<file path="config.mk">
export PLATFORM = sky130hd
export DESIGN_NAME = dlmr_ctrl
export DESIGN_NICKNAME = d
export VERILOG_FILES = /design/src/dlmr_pkg.sv /design/src/dlmr_ctrl.sv
export SDC_FILE = /design/constraint.sdc
export NUM_CORES = 1
export LEC_CHECK = 0
export BUFFER_PORTS_ARGS = -buffer_cell sky130_fd_sc_hd__buf_2
export CAP_MARGIN = 20
export CORE_AREA = 2 2 39 41
export CTS_CLUSTER_SIZE = 30
export DETAILED_ROUTE_END_ITERATION = 7
export DIE_AREA = 0 0 41 43
export HOLD_SLACK_MARGIN = 0.02
export PLACE_DENSITY = 0.68
export RECOVER_POWER = 25
export SLEW_MARGIN = 25
export SYNTH_ARGS = -nofsm -noshare
export SYNTH_HDL_FRONTEND = slang
export SYNTH_SLANG_ARGS = --single-unit
export TNS_END_PERCENT = 50
</file>
<file path="constraint.sdc">
create_clock -name clk -period 1.8 [get_ports clk]
set_input_delay 0.18 -clock clk [delete_from_list [all_inputs] [get_ports clk]]
set_output_delay 0.18 -clock clk [all_outputs]
set_load 0.02 [all_outputs]
</file>
<file path="src/dlmr_pkg.sv">
// ----------------------------------------------------------------------------
// dlmr_pkg
// Shared types and constants for the diagonal longest-match realign block.
// ----------------------------------------------------------------------------
package dlmr_pkg;

  localparam int unsigned BufferDepth   = 4096;
  localparam int unsigned AddrW         = $clog2(BufferDepth);
  localparam int unsigned LenW          = AddrW + 1;
  localparam int unsigned RealignWindow = 32;
  localparam int unsigned OffW          = $clog2(RealignWindow + 1);
  localparam int unsigned ProbeBytes    = 8;
  localparam int unsigned ProbeW        = $clog2(ProbeBytes + 1);

  typedef enum logic [1:0] {
    OP_LOAD_A = 2'd0,
    OP_LOAD_B = 2'd1,
    OP_RUN    = 2'd2,
    OP_NONE   = 2'd3
  } opcode_t;

  // controller to datapath
  typedef struct packed {
    logic load_a;     // write data byte at length_a
    logic load_b;
    logic walk_init;  // clear walk registers
    logic rd_main;    // read A[i], B[j]
    logic step_main;  // act on compared bytes
    logic rd_probe;   // read A[i+k], B[j+off+k]
    logic step_probe; // act on probe compare
    logic finish;     // fold last run, clear lengths
  } dlmr_cmd_t;

  // datapath to controller
  typedef struct packed {
    logic walk_done;   // i or j at end
    logic go_probe;    // main step decided to realign
    logic stop_early;  // early stop fired
    logic probe_done;  // probe search finished (result applied)
  } dlmr_stat_t;

endpackage

</file>
<file path="src/dlmr_ctrl.sv">
// ----------------------------------------------------------------------------
// dlmr_ctrl
// Sequencer for loads, the diagonal walk and the realign probe.
// ----------------------------------------------------------------------------
module dlmr_ctrl import dlmr_pkg::*; (
  input  logic       clk,
  input  logic       rst,
  input  logic       in_valid,
  output logic       in_ready,
  input  logic [1:0] opcode,
  input  dlmr_stat_t stat,
  output dlmr_cmd_t  cmd,
  output logic       out_valid,
  input  logic       out_ready
);

  typedef enum logic [6:0] {
    S_IDLE  = 7'b0000001,
    S_RD    = 7'b0000010,
    S_STEP  = 7'b0000100,
    S_PRD   = 7'b0001000,
    S_PSTEP = 7'b0010000,
    S_FIN   = 7'b0100000,
    S_OUT   = 7'b1000000
  } state_t;

  state_t state, state_next;
  logic   acc;

  assign in_ready  = (state == S_IDLE);
  assign out_valid = (state == S_OUT);
  assign acc       = in_valid && in_ready;

  always_comb begin
    cmd        = '0;
    state_next = state;
    case (state)
      S_IDLE: begin
        if (acc) begin
          case (opcode_t'(opcode))
            OP_LOAD_A: cmd.load_a = 1'b1;
            OP_LOAD_B: cmd.load_b = 1'b1;
            OP_RUN: begin
              cmd.walk_init = 1'b1;
              state_next    = S_RD;
            end
            default: ;
          endcase
        end
      end
      S_RD: begin
        cmd.rd_main = 1'b1;
        state_next  = stat.walk_done ? S_FIN : S_STEP;
      end
      S_STEP: begin
        cmd.step_main = 1'b1;
        if (stat.go_probe) state_next = S_PRD;
        else if (stat.stop_early) state_next = S_FIN;
        else state_next = S_RD;
      end
      S_PRD: begin
        cmd.rd_probe = 1'b1;
        state_next   = S_PSTEP;
      end
      S_PSTEP: begin
        cmd.step_probe = 1'b1;
        state_next     = stat.probe_done ? S_RD : S_PRD;
      end
      S_FIN: begin
        cmd.finish = 1'b1;
        state_next = S_OUT;
      end
      S_OUT: if (out_ready) state_next = S_IDLE;
      default: state_next = S_IDLE;
    endcase
  end

  always_ff @(posedge clk) begin
    if (rst) state <= S_IDLE;
    else     state <= state_next;
  end

endmodule

</file>
# After elaboration in Yosys (flattened, before gate mapping)
# Cells that the tools add are included.
# op_classes
mux	18
eq_ne	12
n_reduce_logical	3
# op_table
op	count
$pmux 7 s7	1
$mux 7	4
$mux 6	2
$mux 1	8
$eq 7x1->1 const B	1
$eq 7x2->1 const B	1
$eq 7x3->1 const B	1
$eq 7x4->1 const B	1
$eq 7x5->1 const B	1
$eq 7x6->1 const B	1
$eq 7x7->1 const B	1
$mux 3	2
$ne 2x1->1 const B	3
$mux 4	1
$reduce_and 3->1	1
$eq 2x1->1 const B	1
$eq 2x2->1 const B	1
$logic_not 2->1	1
$logic_and 1x1->1	1
# totals
ff_bits	7
input_bits	10

# Depth between registers and ports, before layout
# logic_depth
depth_word	4
ltp_mapped	6
ltp_nobuf	6

# Worst setup path before layout
# Ideal clock, no wire load.
# synth_timing
path_kind	reg2out
startpoint	register state[4]
endpoint	output port cmd[7] (netlist bit)
required_time_ns	1.620
arrival_ns	1.661
n_path_buf	0
path_slack_ns	-0.041
stages_incl_launch_ff	5
cell_sequence	dfxtp_1 nor3_1 and2_1 nand2_2 nor4b_1
# synth_lines
item	line_no	text
start, declared	dlmr_ctrl.sv:27	state_t state, state_next;
start signal, assigned	dlmr_ctrl.sv:80	else state <= state_next;
end, declared	dlmr_ctrl.sv:12	output dlmr_cmd_t cmd,

==> metrics.cfg <==
[die]
dieArea_um2=1760
rows=14
fp.dieH_um=43
die_w_um=41
start_util=0.344
io_pins=20
core_area_um2=1380

[final_layout]
multiInputGateArea_um2=342
fillCellCount=141
layout_commonest_cell=buf_2
largest_reg_flops=7
finalNetCount=93
final-seq-area_um2=144
area_growth_pct=42.0
reg_top3=state (7)
stdcell_count=98
final_cell_mix=buf_2, nor2_1, buf_4, dfxtp_1
drive_above_1_share=0.488
diodes=0
regMostFlops=state

[route]
drt-vias-per-instance=5.30
wl_per_cell_um=12.9
vias=519
dr.pass1.iters=4
ant_nets=0
drt-initial-drc-count=6
drt_drc_violations_left=0
finalWirelength_um=1270

[logic_synthesis]
ys_seq_area_frac=0.294
synth_top_cell_by_area=dfxtp_1
synthTopCellsByArea=dfxtp_1, nor2_1, nor3_1, nor4b_4, nor3b_1
synth_ff_type=dfxtp_1
synth_top_area_frac=0.294
syn_nets=64
synth.distinct_cells=32
synthCells=54
synth_warnings=0
syn-cell-area_um2=477
ys_seq_elements=7
async_flop_share=0
synth_area_per_cell_um2=8.83
synth-edff-count=0

[power_and_ir_drop]
total_leakage_power_nw=0.280
p_per_area_nw_per_um2=585
total_power_mw=0.396
ir_drop_mv=0.308

[worst_setup_path]
crit-reg2reg-capture=state[0]
cpPeakStageDelay_ns=0.58
worstPathArrival_ns=1.69
worstReg2RegStart=state[2]
critPathLaunchType=flop
cp.required_ns=1.62
critical_path_class=reg2out
crit_path_cell_trace=or4_4 -> nor4b_4 -> buf_4
cp_max_fo=4
r2r_slack_ns=0.14
reg2reg_depth=4
slowest_stage=or4_4
crit_path_end_kind=output pin

[worst_hold_path]
worstHoldPathCells=2
hold_path_class=in2reg
worstHoldEndpoint=state[2]
hp-start=stat[3]

[placed_design]
portBuffers=19
gp_congestion=0.751
hpwl_um=944
placedCellCount=92

[timing]
hold_violations=0
setup_viol=1
worst_slack_ns=-0.0690
holdWs_ns=0.0953
period_minus_slack_ns=1.87
fin_setup_tns_ns=-0.0690
relSlewSlack=0.778
rsz0062_at_grt=yes
worstMarginPinSlew_ns=0.330
slew_violations=0
clock_skew_ns=0.00523
fin_crit_sh=1.04
max_freq_ghz=0.535

[cts]
cts_buffers=3
numClockSinks=7
clock_latency_ns=0.25
cts-root-buf=clkbuf_4
path_clk_slew_ns=0.05
cts_buffer_depth=2
htree_levels=1
cts_tree=built

[global_route]
grt_pass1_vias=497
grt_pass1_wl_um=2060
grtUsageTotal=0.174
grt_max_degree=9
grt_antenna_before_repair=0
grt-ovfl-total=0

[job]
max_cap_viol_count=0

[status]
status=complete, but fails checks
violations=negative setup slack

[power by group]
group | leakage (nW) | internal, mW | switching [mW]
Sequential | 0.0571 | 0.160 | 0.00547
Combinational | 0.208 | 0.0375 | 0.0486
Clock | 0.0150 | 0.0847 | 0.0599
[logic make-up (layout without fill, tap and decap cells)]
family	count (synthesis)	after routing	synth area share
AOI/OAI and AO/OA	7	7	0.118
xor gates and xnor gates	1	1	0.0184
buffers and inverters	3	31	0.0236
DFF	7	7	0.294
and+or+nand+nor	36	36	0.546
[how the worst max path moves through the flow]
stage	startpoint	to	slack, ns	cells after the start
after floorplan	state[2]	state[6]	-0.005	4
after global placement	state[0]	cmd[3]	0.19	3
after detailed placement	state[5]	cmd[3]	0.15	3
after CTS	state[1]	cmd[3]	-0.03	3
after global routing	state[1]	cmd[1]	-0.11	3
final	state[1]	cmd[1]	-0.07	3
[Yosys cell counts (2+ instances only)]
library cell  n
nor3b_1       3
nor3_1        5
nor2_1        9
and2_1        2
dfxtp_1       7
inv_1         2
[area by class of cell]
| cell class | instances | area share |
|---|---|---|
| Sequential cell | 7 | 0.213 |
| Clock buffer | 4 | 0.0388 |
| Multi-Input combinational cell | 44 | 0.505 |
| Tap cell | 16 | 0.0296 |
| Timing Repair Buffer | 24 | 0.198 |
| Inverter | 3 | 0.0166 |
[worst max-delay path: cells and delay by family (launching register included)]
kind | cells | cell delay [ns]
flops | 1 | 0.34
simple gates | 2 | 0.90
buf+inv | 1 | 0.21
[repair_timing]
| action | in CTS | in global routing |
|---|---|---|
| setup endpoints to repair | 3 | 6 |
| hold endpoints to repair | 0 | 0 |
| pin swaps | 2 | 2 |
| gates resized for setup | 6 | 4 |
| hold buffers | 0 | 0 |
| setup buffers | 2 | 0 |
[stage by stage]
stage,area [µm²],util,setup slack [ns]
after global placement,621,0.448,0.188
after detailed placement,621,0.448,0.149
after CTS,684,0.495,-0.0329
after global routing,677,0.489,-0.108
final,677,0.489,-0.0690
after floorplan,483,-,-0.00495
[routing by layer]
| metal | GRT usage | wire, µm |
|---|---|---|
| met1 | 0.201 | 518 |
| met2 | 0.269 | 661 |
| met3 | 0.0681 | 58 |
| met4 | 0.0800 | 29 |
| met5 | 0 | 0 |
(Power assumes the default switching activity.)
